--- src/rtl/msp_pkg.sv ---
// Package for the memory size suffix parser.
// Holds the shared store size codes and the record passed from parse to output stage.
// No dependencies.
`timescale 1ns / 1ps
`default_nettype none

package msp_pkg;

   localparam int unsigned VALUE_W = 64;
   localparam int unsigned SIZE_W  = 4;

   // destination sizes in bytes
   localparam logic [SIZE_W-1:0] SIZE_B1    = 4'd1;
   localparam logic [SIZE_W-1:0] SIZE_B2    = 4'd2;
   localparam logic [SIZE_W-1:0] SIZE_B4    = 4'd4;
   localparam logic [SIZE_W-1:0] SIZE_B8    = 4'd8;
   localparam logic [SIZE_W-1:0] SIZE_RESET = SIZE_B8;

   localparam logic STATUS_OK       = 1'b0;
   localparam logic STATUS_BAD_SIZE = 1'b1;

   // final sums of one string, handed to the output stage
   typedef struct packed {
      logic [VALUE_W-1:0] total;
      logic [VALUE_W-1:0] pending;
   } fin_type;

endpackage

`default_nettype wire

--- src/rtl/msp_step.sv ---
// Per-character parse step: holds the parse state and the finished-string register.
// Depends on msp_pkg.
`timescale 1ns / 1ps
`default_nettype none

module msp_step
   import msp_pkg::*;
(
   input  wire logic        clock,
   input  wire logic        reset,
   input  wire logic        in_valid,
   input  wire logic [7:0]  in_ch,
   input  wire logic        in_last,
   output logic             in_ready,
   output logic             fin_valid,
   output fin_type          fin_data,
   input  wire logic        fin_ready
);

   localparam logic [7:0] CH_NUL   = 8'h00;
   localparam logic [7:0] CH_0     = 8'h30;
   localparam logic [7:0] CH_9     = 8'h39;
   localparam logic [7:0] CH_UA    = 8'h41;
   localparam logic [7:0] CH_UZ    = 8'h5a;
   localparam logic [7:0] CH_LA    = 8'h61;
   localparam logic [7:0] CH_LZ    = 8'h7a;
   localparam logic [7:0] CH_UX    = 8'h58;
   localparam logic [7:0] CH_LX    = 8'h78;
   localparam logic [7:0] CH_UK    = 8'h4b;
   localparam logic [7:0] CH_LK    = 8'h6b;
   localparam logic [7:0] CH_UM    = 8'h4d;
   localparam logic [7:0] CH_LM    = 8'h6d;
   localparam logic [7:0] CH_UG    = 8'h47;
   localparam logic [7:0] CH_LG    = 8'h67;
   localparam logic [7:0] CH_UT    = 8'h54;
   localparam logic [7:0] CH_LT    = 8'h74;
   localparam logic [7:0] CH_UP    = 8'h50;
   localparam logic [7:0] CH_LP    = 8'h70;
   localparam logic [7:0] CH_UB    = 8'h42;
   localparam logic [7:0] CH_LB    = 8'h62;
   localparam logic [1:0] POS_FIRST  = 2'd0;
   localparam logic [1:0] POS_SECOND = 2'd1;
   localparam logic [1:0] POS_SAT    = 2'd2;

   function automatic logic [5:0] digit_of(input logic [7:0] c);
      logic [5:0] d;
      d = 6'd0;
      if (c >= CH_0 && c <= CH_9) begin
         d = 6'(c - CH_0);
      end else if (c >= CH_LA && c <= CH_LZ) begin
         d = 6'(c - CH_LA) + 6'd10;
      end else if (c >= CH_UA && c <= CH_UZ) begin
         d = 6'(c - CH_UA) + 6'd10;
      end
      return d;
   endfunction

   logic [VALUE_W-1:0] total_ff, total_in;
   logic [VALUE_W-1:0] pending_ff, pending_in;
   logic               hex_ff, hex_in;
   logic [1:0]         pos_ff, pos_in;
   logic               ended_ff, ended_in;
   logic               fin_valid_ff, fin_valid_in;
   fin_type            fin_ff, fin_in;

   logic               take;
   logic               is_suffix;
   logic [5:0]         shift;
   logic [VALUE_W-1:0] step_total, step_pending;
   logic               step_hex, step_ended;
   logic [1:0]         step_pos;

   // a last character needs room in the finished-string register
   assign in_ready = !in_last || !fin_valid_ff || fin_ready;
   assign take     = in_valid && in_ready;

   always_comb begin
      is_suffix = 1'b1;
      shift     = 6'd0;
      unique case (in_ch)
         CH_UK, CH_LK: shift = 6'd10;
         CH_UM, CH_LM: shift = 6'd20;
         CH_UG, CH_LG: shift = 6'd30;
         CH_UT, CH_LT: shift = 6'd40;
         CH_UP, CH_LP: shift = 6'd50;
         CH_UB, CH_LB: shift = 6'd0;
         default:      is_suffix = 1'b0;
      endcase
   end

   always_comb begin
      step_total   = total_ff;
      step_pending = pending_ff;
      step_hex     = hex_ff;
      step_pos     = pos_ff;
      step_ended   = ended_ff;
      if (!ended_ff) begin
         if (in_ch == CH_NUL) begin
            step_ended = 1'b1;
         end else begin
            step_pos = (pos_ff == POS_SAT) ? POS_SAT : pos_ff + 2'd1;
            if (pos_ff == POS_SECOND && (in_ch == CH_LX || in_ch == CH_UX)
                && pending_ff == '0) begin
               step_hex = 1'b1;
            end else if (is_suffix) begin
               step_total   = total_ff + (pending_ff << shift);
               step_pending = '0;
            end else if (hex_ff) begin
               step_pending = (pending_ff << 4) + VALUE_W'(digit_of(in_ch));
            end else begin
               step_pending = (pending_ff << 3) + (pending_ff << 1)
                              + VALUE_W'(digit_of(in_ch));
            end
         end
      end
   end

   always_comb begin
      total_in     = total_ff;
      pending_in   = pending_ff;
      hex_in       = hex_ff;
      pos_in       = pos_ff;
      ended_in     = ended_ff;
      fin_in       = fin_ff;
      fin_valid_in = fin_valid_ff && !fin_ready;
      if (take) begin
         if (in_last) begin
            total_in      = '0;
            pending_in    = '0;
            hex_in        = 1'b0;
            pos_in        = POS_FIRST;
            ended_in      = 1'b0;
            fin_in.total   = step_total;
            fin_in.pending = step_pending;
            fin_valid_in  = 1'b1;
         end else begin
            total_in   = step_total;
            pending_in = step_pending;
            hex_in     = step_hex;
            pos_in     = step_pos;
            ended_in   = step_ended;
         end
      end
   end

   always_ff @(posedge clock) begin
      if (reset) begin
         total_ff     <= '0;
         pending_ff   <= '0;
         hex_ff       <= 1'b0;
         pos_ff       <= POS_FIRST;
         ended_ff     <= 1'b0;
         fin_valid_ff <= 1'b0;
      end else begin
         total_ff     <= total_in;
         pending_ff   <= pending_in;
         hex_ff       <= hex_in;
         pos_ff       <= pos_in;
         ended_ff     <= ended_in;
         fin_valid_ff <= fin_valid_in;
      end
   end

   always_ff @(posedge clock) begin
      fin_ff <= fin_in;
   end

   assign fin_valid = fin_valid_ff;
   assign fin_data  = fin_ff;

   // string end wipes the parse state
   a_clear_after_last: assert property (@(posedge clock) disable iff (reset)
      take && in_last |=> total_ff == '0 && pending_ff == '0 && pos_ff == POS_FIRST
                          && !hex_ff && !ended_ff)
      else $error("parse state not cleared after last character");

   // hex mode only comes from the second character
   a_hex_pos: assert property (@(posedge clock) disable iff (reset)
      hex_ff |-> pos_ff == POS_SAT)
      else $error("hex mode set with character position below two");

   a_fin_hold: assert property (@(posedge clock) disable iff (reset)
      fin_valid_ff && !fin_ready |=> fin_valid_ff && $stable(fin_ff))
      else $error("finished string dropped while stalled");

endmodule

`default_nettype wire

--- src/rtl/msp_fit.sv ---
// Output stage: adds the final sums, fits them to the store size, holds the result.
// Depends on msp_pkg.
`timescale 1ns / 1ps
`default_nettype none

module msp_fit
   import msp_pkg::*;
(
   input  wire logic                clock,
   input  wire logic                reset,
   input  wire logic [SIZE_W-1:0]   store_size,
   input  wire logic                fin_valid,
   input  wire fin_type             fin_data,
   output logic                     fin_ready,
   output logic                     out_valid,
   output logic signed [VALUE_W-1:0] out_value,
   output logic                     out_status,
   input  wire logic                out_ready
);

   logic                      out_valid_ff, out_valid_in;
   logic signed [VALUE_W-1:0] value_ff, value_in;
   logic                      status_ff, status_in;
   logic [VALUE_W-1:0]        sum;
   logic                      load;

   assign fin_ready = !out_valid_ff || out_ready;
   assign load      = fin_valid && fin_ready;
   assign sum       = fin_data.total + fin_data.pending;

   always_comb begin
      value_in  = value_ff;
      status_in = status_ff;
      if (load) begin
         status_in = STATUS_OK;
         unique case (store_size)
            SIZE_B1: value_in = {{(VALUE_W-8){sum[7]}}, sum[7:0]};
            SIZE_B2: value_in = {{(VALUE_W-16){sum[15]}}, sum[15:0]};
            SIZE_B4: value_in = {{(VALUE_W-32){sum[31]}}, sum[31:0]};
            SIZE_B8: value_in = sum;
            default: begin
               value_in  = '0;
               status_in = STATUS_BAD_SIZE;
            end
         endcase
      end
   end

   assign out_valid_in = load || (out_valid_ff && !out_ready);

   always_ff @(posedge clock) begin
      if (reset) begin
         out_valid_ff <= 1'b0;
      end else begin
         out_valid_ff <= out_valid_in;
      end
   end

   always_ff @(posedge clock) begin
      value_ff  <= value_in;
      status_ff <= status_in;
   end

   assign out_valid  = out_valid_ff;
   assign out_value  = value_ff;
   assign out_status = status_ff;

   a_bad_size_zero: assert property (@(posedge clock) disable iff (reset)
      out_valid_ff && status_ff == STATUS_BAD_SIZE |-> value_ff == '0)
      else $error("bad store size result carries a nonzero value");

   a_no_overwrite: assert property (@(posedge clock) disable iff (reset)
      out_valid_ff && !out_ready |=> out_valid_ff && $stable(value_ff)
                                     && $stable(status_ff))
      else $error("held result overwritten");

   a_load_when_free: assert property (@(posedge clock) disable iff (reset)
      load |=> out_valid_ff)
      else $error("loaded result not shown");

endmodule

`default_nettype wire

--- src/rtl/memory_size_suffix_parser.sv ---
// Top level of the memory size suffix parser: input register, parse step, output stage.
// Depends on msp_pkg, msp_step and msp_fit.
`timescale 1ns / 1ps
`default_nettype none

// Memory size suffix parser. Feed the size string one character per transfer on
// req_ (req_ch, with req_last_char high on the final character); one result per
// string comes out on rsp_ as rsp_value and rsp_status. Digits accumulate in base
// 10, or base 16 when the second character is x/X after a zero; suffixes k, m, g,
// t, p and b (either case) scale the pending number by 2^10..2^50 or 1 and add it
// to the total; a NUL character ends the text and the rest of the string is
// ignored. The result is total plus pending, truncated to csr_store_size_bytes
// bytes and sign-extended to 64 bits; a size other than 1, 2, 4 or 8 gives status
// 1 and value 0. The block takes one character every clock unless the result
// path stalls; the parse state loop (one multiply by 10 or 16 plus add per
// character) feeds the parse registers straight back. A result passes the input
// register, the parse step into the finished-string register, then the output
// register to rsp_valid. Write csr_ only while idle; reset sets the store size to 8.

module memory_size_suffix_parser
   import msp_pkg::*;
(
   input  wire logic                clock,
   input  wire logic                reset,
   input  wire logic                req_valid,
   output logic                     req_ready,
   input  wire logic [7:0]          req_ch,
   input  wire logic                req_last_char,
   output logic                     rsp_valid,
   input  wire logic                rsp_ready,
   output logic signed [VALUE_W-1:0] rsp_value,
   output logic                     rsp_status,
   input  wire logic                csr_valid,
   output logic                     csr_ready,
   input  wire logic [SIZE_W-1:0]   csr_store_size_bytes
);

   // configuration register: always ready, written on transfer
   logic [SIZE_W-1:0] size_ff, size_in;

   // input register
   logic        a_valid_ff, a_valid_in;
   logic [7:0]  a_ch_ff, a_ch_in;
   logic        a_last_ff, a_last_in;
   logic        step_ready;
   logic        a_fire;

   fin_type     fin_data;
   logic        fin_valid;
   logic        fin_ready;

   assign csr_ready = 1'b1;
   assign size_in   = (csr_valid && csr_ready) ? csr_store_size_bytes : size_ff;

   always_ff @(posedge clock) begin
      if (reset) begin
         size_ff <= SIZE_RESET;
      end else begin
         size_ff <= size_in;
      end
   end

   // advance the input register whenever the parse step takes its character
   assign a_fire     = a_valid_ff && step_ready;
   assign req_ready  = !a_valid_ff || step_ready;
   assign a_valid_in = (req_valid && req_ready) || (a_valid_ff && !a_fire);
   assign a_ch_in    = (req_valid && req_ready) ? req_ch : a_ch_ff;
   assign a_last_in  = (req_valid && req_ready) ? req_last_char : a_last_ff;

   always_ff @(posedge clock) begin
      if (reset) begin
         a_valid_ff <= 1'b0;
      end else begin
         a_valid_ff <= a_valid_in;
      end
   end

   always_ff @(posedge clock) begin
      a_ch_ff   <= a_ch_in;
      a_last_ff <= a_last_in;
   end

   msp_step u_step (
      .clock     (clock),
      .reset     (reset),
      .in_valid  (a_valid_ff),
      .in_ch     (a_ch_ff),
      .in_last   (a_last_ff),
      .in_ready  (step_ready),
      .fin_valid (fin_valid),
      .fin_data  (fin_data),
      .fin_ready (fin_ready)
   );

   msp_fit u_fit (
      .clock      (clock),
      .reset      (reset),
      .store_size (size_ff),
      .fin_valid  (fin_valid),
      .fin_data   (fin_data),
      .fin_ready  (fin_ready),
      .out_valid  (rsp_valid),
      .out_value  (rsp_value),
      .out_status (rsp_status),
      .out_ready  (rsp_ready)
   );

   // a stalled character stays put until the parse step takes it
   a_input_hold: assert property (@(posedge clock) disable iff (reset)
      a_valid_ff && !a_fire |=> a_valid_ff && $stable(a_ch_ff) && $stable(a_last_ff))
      else $error("input register lost a stalled character");

endmodule

`default_nettype wire

--- config.mk ---
export PLATFORM = sky130hd
export DESIGN_NAME = memory_size_suffix_parser
export DESIGN_NICKNAME = d
export VERILOG_FILES = /design/src/rtl/msp_pkg.sv /design/src/rtl/msp_step.sv /design/src/rtl/msp_fit.sv /design/src/rtl/memory_size_suffix_parser.sv
export SDC_FILE = /design/constraint.sdc
export NUM_CORES = 1
export LEC_CHECK = 0
export BUFFER_PORTS_ARGS = -buffer_cell sky130_fd_sc_hd__buf_2
export CAP_MARGIN = 40
export CORE_ASPECT_RATIO = 2
export CORE_MARGIN = 2
export CORE_UTILIZATION = 53
export CTS_CLUSTER_DIAMETER = 60
export CTS_CLUSTER_SIZE = 16
export DETAILED_ROUTE_END_ITERATION = 10
export PLACE_DENSITY = 0.68
export SETUP_SLACK_MARGIN = 0.4
export SYNTH_ARGS = -nofsm -noshare
export SYNTH_HDL_FRONTEND = slang
export SYNTH_SLANG_ARGS = --single-unit
--- constraint.sdc ---
create_clock -name clock -period 7 [get_ports clock]
set_input_delay 1.05 -clock clock [delete_from_list [all_inputs] [get_ports clock]]
set_output_delay 1.05 -clock clock [all_outputs]
set_load 0.01 [all_outputs]
==> Yosys cells after proc, flatten, opt, wreduce, memory -nomap -nowiden <==
Cells that the tools add are included.
{ "word_totals": {"register_bits": 341, "in_bits": 18, "output_inout_bits": 68, "wordCells": 134} }
{ "op_classes": {"add_sub_neg": 11, "magnitude_cmp": 6, "eq_ne": 22, "shift": 1, "mux": 41, "reduce_logical": 38} }
{ "ops": {"columns": ["cell", "count"], "rows": [
  ["$mux 64", 11],
  ["$pmux 64 s4", 1],
  ["$add 64x64->64", 3],
  ["$add 64x6->64", 2],
  ["$eq 8x7->1 const B", 14],
  ["$mux 6", 13],
  ["$logic_not 64->1", 1],
  ["$shl 64x6->64", 1],
  ["$pmux 6 s5", 1],
  ["$ge 8x7->1 const B", 2],
  ["$le 8x7->1 const B", 2],
  ["$add 6x4->6 const B", 2],
  ["$reduce_or 12->1", 1],
  ["$sub 6x6->6 const B", 2],
  ["$logic_and 1x1->1", 11],
  ["$mux 1", 11],
  ["$reduce_or 2->1", 5],
  ["$ge 8x6->1 const B", 1],
  ["$le 8x6->1 const B", 1],
  ["$logic_not 8->1", 1],
  ["$mux 2", 4],
  ["$logic_not 1->1", 7],
  ["$logic_or 1x1->1", 7],
  ["$sub 6x1->6 const B", 1],
  ["other kinds (13)", 14]
]} }

==> Depth between registers and ports, before layout <==
{ "logic_depth": {"ltp_word": 17, "ltp_mapped": 27} }

==> Cells and area by module <==
A second synthesis with hierarchy kept.
{ "unflattened": {"hier_cells": 3655, "area_unflattened_um2": 29814.8} }
{ "modules_own_cells": {"columns": ["mod", "instances", "cells_per_inst", "area_each_um2"], "rows": [
  ["msp_step", 1, 2892, 23009.6],
  ["msp_fit", 1, 734, 6334.8],
  ["memory_size_suffix_parser", 1, 29, 470.5]
]} }

==> Least setup slack after synthesis <==
Ideal clock, no wire load.
{ "synth_timing": {"path_kind": "reg-to-reg", "from": "register a_ch_ff[5]", "to": "register u_step.fin_ff (netlist bit u_step.fin_data[124]), data pin", "setup_time_ns": 0.268, "t_arrival_ns": 5.650, "required_time_ns": 6.732, "slack_ns": 1.082, "stages_incl_launch_ff": 27, "path_buffers": 3, "cell_sequence": "edfxtp_1 -> inv_1 -> ha_1 -> or2_1 -> and3_2 -> nor2_4 -> buf_1 -> buf_1 -> mux2i_1 -> mux2i_1 -> nand2_1 -> nand2_1 -> o21ai_0 -> nor2_1 -> ha_1 -> clkbuf_1 -> a21o_1 -> a31o_1 -> a221o_1 -> a221o_1 -> a21oi_1 -> o21a_1 -> o31ai_1 -> a41o_1 -> a221oi_1 -> xor2_1 -> o21ai_0"} }
{ "synth_via": {"elab_chain_cells": 9, "word_cells_on_any_way": 32} }
{ "synth_lines": {"columns": ["item", "line_no", "text"], "rows": [
  ["start, declared", "memory_size_suffix_parser.sv:43", "logic [7:0] a_ch_ff, a_ch_in;"],
  ["start signal, assigned", "memory_size_suffix_parser.sv:79", "a_ch_ff <= a_ch_in;"],
  ["$eq 8x7->1", "msp_step.sv:80", "unique case (in_ch)"],
  ["$reduce_or 2->1 (on tied branches)", null, null],
  ["$pmux 6 s5", "msp_step.sv:80", null],
  ["$shl 64x6->64", "msp_step.sv:106", "step_total = total_ff + (pending_ff << shift);"],
  ["$add 64x64->64", "msp_step.sv:106", null],
  ["$mux 64", "msp_step.sv:105", "end else if (is_suffix) begin"],
  ["$mux 64", "msp_step.sv:102", "if (pos_ff == POS_SECOND && (in_ch == CH_LX || in_ch == CH_UX)"],
  ["$mux 64 (*)", "msp_step.sv:98", "if (in_ch == CH_NUL) begin"],
  ["$mux 64 (*)", "msp_step.sv:97", "if (!ended_ff) begin"],
  ["net u_step.step_total[60]", "msp_step.sv:69", "logic [VALUE_W-1:0] step_total, step_pending;"],
  ["end signal, assigned", "msp_step.sv:165", "fin_ff <= fin_in;"],
  ["end, declared", "msp_step.sv:64", "fin_type fin_ff, fin_in;"]
]} }
The timed path passes the listed nets; every way through them passes the cells marked *.
A chain may end at the register's enable or synchronous reset.

==> Worst setup path after layout <==
{ "layout_timing": {"from": "register a_ch_ff[0]", "to": "register u_step.total_ff[63]"} }
{ "layout_via": {"elab_chain_cells": 10, "word_cells_on_any_way": 33} }
{ "layout_lines": {"columns": ["item", "line_no", "text"], "rows": [
  ["$eq 8x7->1", "msp_step.sv:80", null],
  ["$reduce_or 2->1 (on tied branches)", null, null],
  ["$pmux 6 s5", "msp_step.sv:80", null],
  ["$shl 64x6->64", "msp_step.sv:106", null],
  ["$add 64x64->64", "msp_step.sv:106", null],
  ["$mux 64", "msp_step.sv:105", null],
  ["$mux 64", "msp_step.sv:102", null],
  ["$mux 64 (*)", "msp_step.sv:98", null],
  ["$mux 64 (*)", "msp_step.sv:97", null],
  ["$mux 64 (*)", "msp_step.sv:127", "if (in_last) begin"],
  ["end signal, assigned", "msp_step.sv:155", "total_ff <= total_in;"],
  ["end, declared", "msp_step.sv:58", "logic [VALUE_W-1:0] total_ff, total_in;"]
]} }
Mark *: on every way between the ends. The rest lies on a longest branch, timed or not.

==> results.sh <==
export IMPL_tns_ns=0
export IMPL_p_total_uw=4210
export IMPL_async_reset_ff_share_pct=0
export IMPL_tightest_slew_ns=0.826
export IMPL_status="completed"
export IMPL_synthFlopType="edfxtp_1"
export IMPL_yosysTopAreaCellShare_pct=20.8
export IMPL_grt_setup_unrepaired="no"
export IMPL_grt_pass1_vias=27200
export IMPL_final_hold_viol_count=0
export IMPL_startpoint_type="register"
export IMPL_clockBufferDepth=3
export IMPL_grt_max_degree=90
export IMPL_clkTransAtPathRegs_ns=0.08
export IMPL_num_antenna_cells=0
export IMPL_slowest_delay_ns=0.62
export IMPL_postCtsHoldBufs=0
export IMPL_drc_errors=0
export IMPL_synth_avg_cell_area_sq_um=8.17
export IMPL_finalWirelength_um=102000
export IMPL_grt_pass1_wl_um=156000
export IMPL_worst_path_most_repeated_cell="a21oi_1"
export IMPL_initialDrtViolationCount=2256
export IMPL_synth_cells=3566
export IMPL_fin_crit_sh_pct=91.6
export IMPL_place_inst=4193
export IMPL_clock_sinks=341
export IMPL_synth_top_area_cell="edfxtp_1"
export IMPL_netlist_area_sq_um=29100
export IMPL_cts_root_buf="clkbuf_16"
export IMPL_rows=121
export IMPL_cp_end_kind="register"
export IMPL_die_w_um=170
export IMPL_synth_most_common_cell="nand2_1"
export IMPL_stdcell_count=4256
export IMPL_clock_latency_ns=0.58
export IMPL_via_count=27500
export IMPL_dieArea_sq_um=57000
export IMPL_synth_distinct_cells=94
export IMPL_drv_cap=0
export IMPL_leakage_uw=0.0136
export IMPL_first_pass_iters=6
export IMPL_period_needed_ns=6.41
export IMPL_gp_congestion=1.02
export IMPL_cts_buffers=25
export IMPL_post_route_util_pct=57.6
export IMPL_max_freq_mhz=156
export IMPL_yosysSeqAreaShare_pct=30.4
export IMPL_die_y_um=336
export IMPL_power_density_nw_per_um2=134
export IMPL_viasPerCell=6.45
export IMPL_initial_core_util_pct=53.6
export IMPL_synth_edf_count=202
export IMPL_ant_nets=0
export IMPL_slew_headroom_pct=44.8
export IMPL_arrival_ns=6.93
export IMPL_slew_violations=0
export IMPL_grt_antenna_before_repair=0
export IMPL_final_nets=3846
export IMPL_syn_nets=3850
export IMPL_slowest_stage="nor2b_1"
export IMPL_track_usage_pct=35.5
export IMPL_cp_required_ns=7.51
export IMPL_synth_area_leaders="edfxtp_1 21%, ha_1 11%, dfxtp_1 9.6%"
export IMPL_crit_path_max_fanout=53
export IMPL_skew_ns=0.0146
export IMPL_cts_max_level=1
export IMPL_drive_gt1_share_pct=8.41
export IMPL_hold_path_class="register to register"
export IMPL_syn_to_final_growth_pct=7.46
export IMPL_irDropWorstVdd_mv=0.141
export IMPL_cts_tree="yes"
export IMPL_wl_per_cell_um=24.0
export IMPL_io_buffer_count=84
export IMPL_setup_viol=0
export IMPL_hpwlAfterDp_um=81300
export IMPL_grt_overflow_total=0
export IMPL_core_sq_um=54400
export IMPL_netlist_top_cells_count="469 x nand2_1, 298 x nor2_1, 287 x o21ai_0"
export IMPL_crit_type="register to register"
export IMPL_io_pins=86
export IMPL_ys_warn_count=0
export IMPL_synth_seq_cells=341
## final cells by class
type | count | area [sq um]
repair buffers | 207 | 1380
fillers | 4968 | 23000
multi-input cells | 2907 | 19200
clock inverters | 2 | 10.0
inverters | 80 | 300
flip-flops and latches | 341 | 8850
well taps | 676 | 846
clock buffers | 43 | 703
## power breakdown
group	leakage [uW]	switching [uW]	internal, uW
Combinational	0.0103	396	203
Clock	0.000343	720	681
Sequential	0.00298	35.5	2170
## metal layers
metal	routed length (um)	vias to the layer above	GRT usage, %
li1	-	13100	-
met1	37900	13100	39.5
met2	51300	992	64.1
met3	4720	306	2.51
met4	8170	0	24.1
met5	0	-	0
## registers in the layout, indices dropped and copies added, names as in the netlist
name               cells
u_step.hex_ff          1
u_step.pending_ff     64
u_fit.out_status       1
u_step.pos_ff          2
a_last_ff              1
u_fit.out_valid        1
u_step.ended_ff        1
a_valid_ff             1
u_step.fin_valid       1
u_step.total_ff       64
size_ff                4
a_ch_ff                8
u_fit.out_value       64
u_step.fin_data      128
## placed cells by master (no fill, tap or decap), types with 12 or more instances in the layout
cell type / count
nand2_1: 465
nor2b_1: 24
o31ai_1: 27
and3_1: 43
and2_1: 21
mux2i_1: 102
xor2_1: 109
a31oi_1: 46
o211ai_1: 32
and4_1: 12
a21o_1: 140
buf_2: 88
nand4_1: 59
o22ai_1: 19
nor4_1: 31
ha_1: 258
o21ai_0: 287
or3_1: 16
inv_1: 78
nor3_1: 54
nand2b_1: 16
a211oi_1: 43
a22o_1: 44
o21a_1: 21
xnor2_1: 117
dfxtp_1: 138
clkbuf_16: 25
clkbuf_1: 17
nor2_1: 294
o21bai_1: 32
a21oi_1: 262
nand3_1: 75
edfxtp_1: 202
a22oi_1: 67
buf_4: 112
o21ai_1: 18
## worst max-delay path, delay by kind of cell (launching register included)
family / cells / cell delay [ns]
AND/OR/NAND/NOR: 7 / 1.88
AO/OA/AOI/OAI: 13 / 2.72
adder cells (fa/ha/maj): 2 / 0.69
flip-flops: 1 / 0.47
buffers and inverters: 3 / 0.59
## per-stage QoR
| stage | hold WS (ns) | area (sq um) | setup slack (ns) |
|---|---|---|---|
| detailed placement | 0.478 | 30400 | 0.396 |
| CTS | 0.488 | 31100 | 0.400 |
| floorplan | 0.447 | 29100 | 1.08 |
| finish | 0.490 | 31300 | 0.585 |
| global route | 0.526 | 31300 | 0.356 |
| global placement | 0.468 | 30300 | 0.0858 |
## worst paths after layout
kind | startpoint | end | slack, ns | depth (start not counted)
setup / recovery | a_ch_ff[0]$_DFFE_PP_ | u_step.total_ff[63]$_SDFFE_PP0P_ | 0.59 | 25
hold / removal | u_step.total_ff[41]$_SDFFE_PP0P_ | u_step.total_ff[41]$_SDFFE_PP0P_ | 0.49 | 2
setup reg to reg | a_ch_ff[0]$_DFFE_PP_ | u_step.total_ff[63]$_SDFFE_PP0P_ | 0.59 | 25
hold reg to reg | u_step.total_ff[41]$_SDFFE_PP0P_ | u_step.total_ff[41]$_SDFFE_PP0P_ | 0.49 | 2
## kinds of logic (layout without fill, tap and decap cells)
group	Yosys count	in the layout	synth area share [%]
adder cells (fa/ha/maj)	266	266	11.6
flip-flops	341	341	30.4
other	1	1	0.0129
AO/OA/AOI/OAI	1144	1144	25.1
buffers and inverters	318	332	4.17
AND/OR/NAND/NOR	1160	1160	18.1
XOR/XNOR	226	226	6.79
multiplexers	110	110	3.85
## what timing repair did
item	CTS	global route
pin swaps	1	3
setup endpoints to repair	2	78
buffers inserted	1	17
resized for setup	1	17
Power figures use the tool's default switching activity.
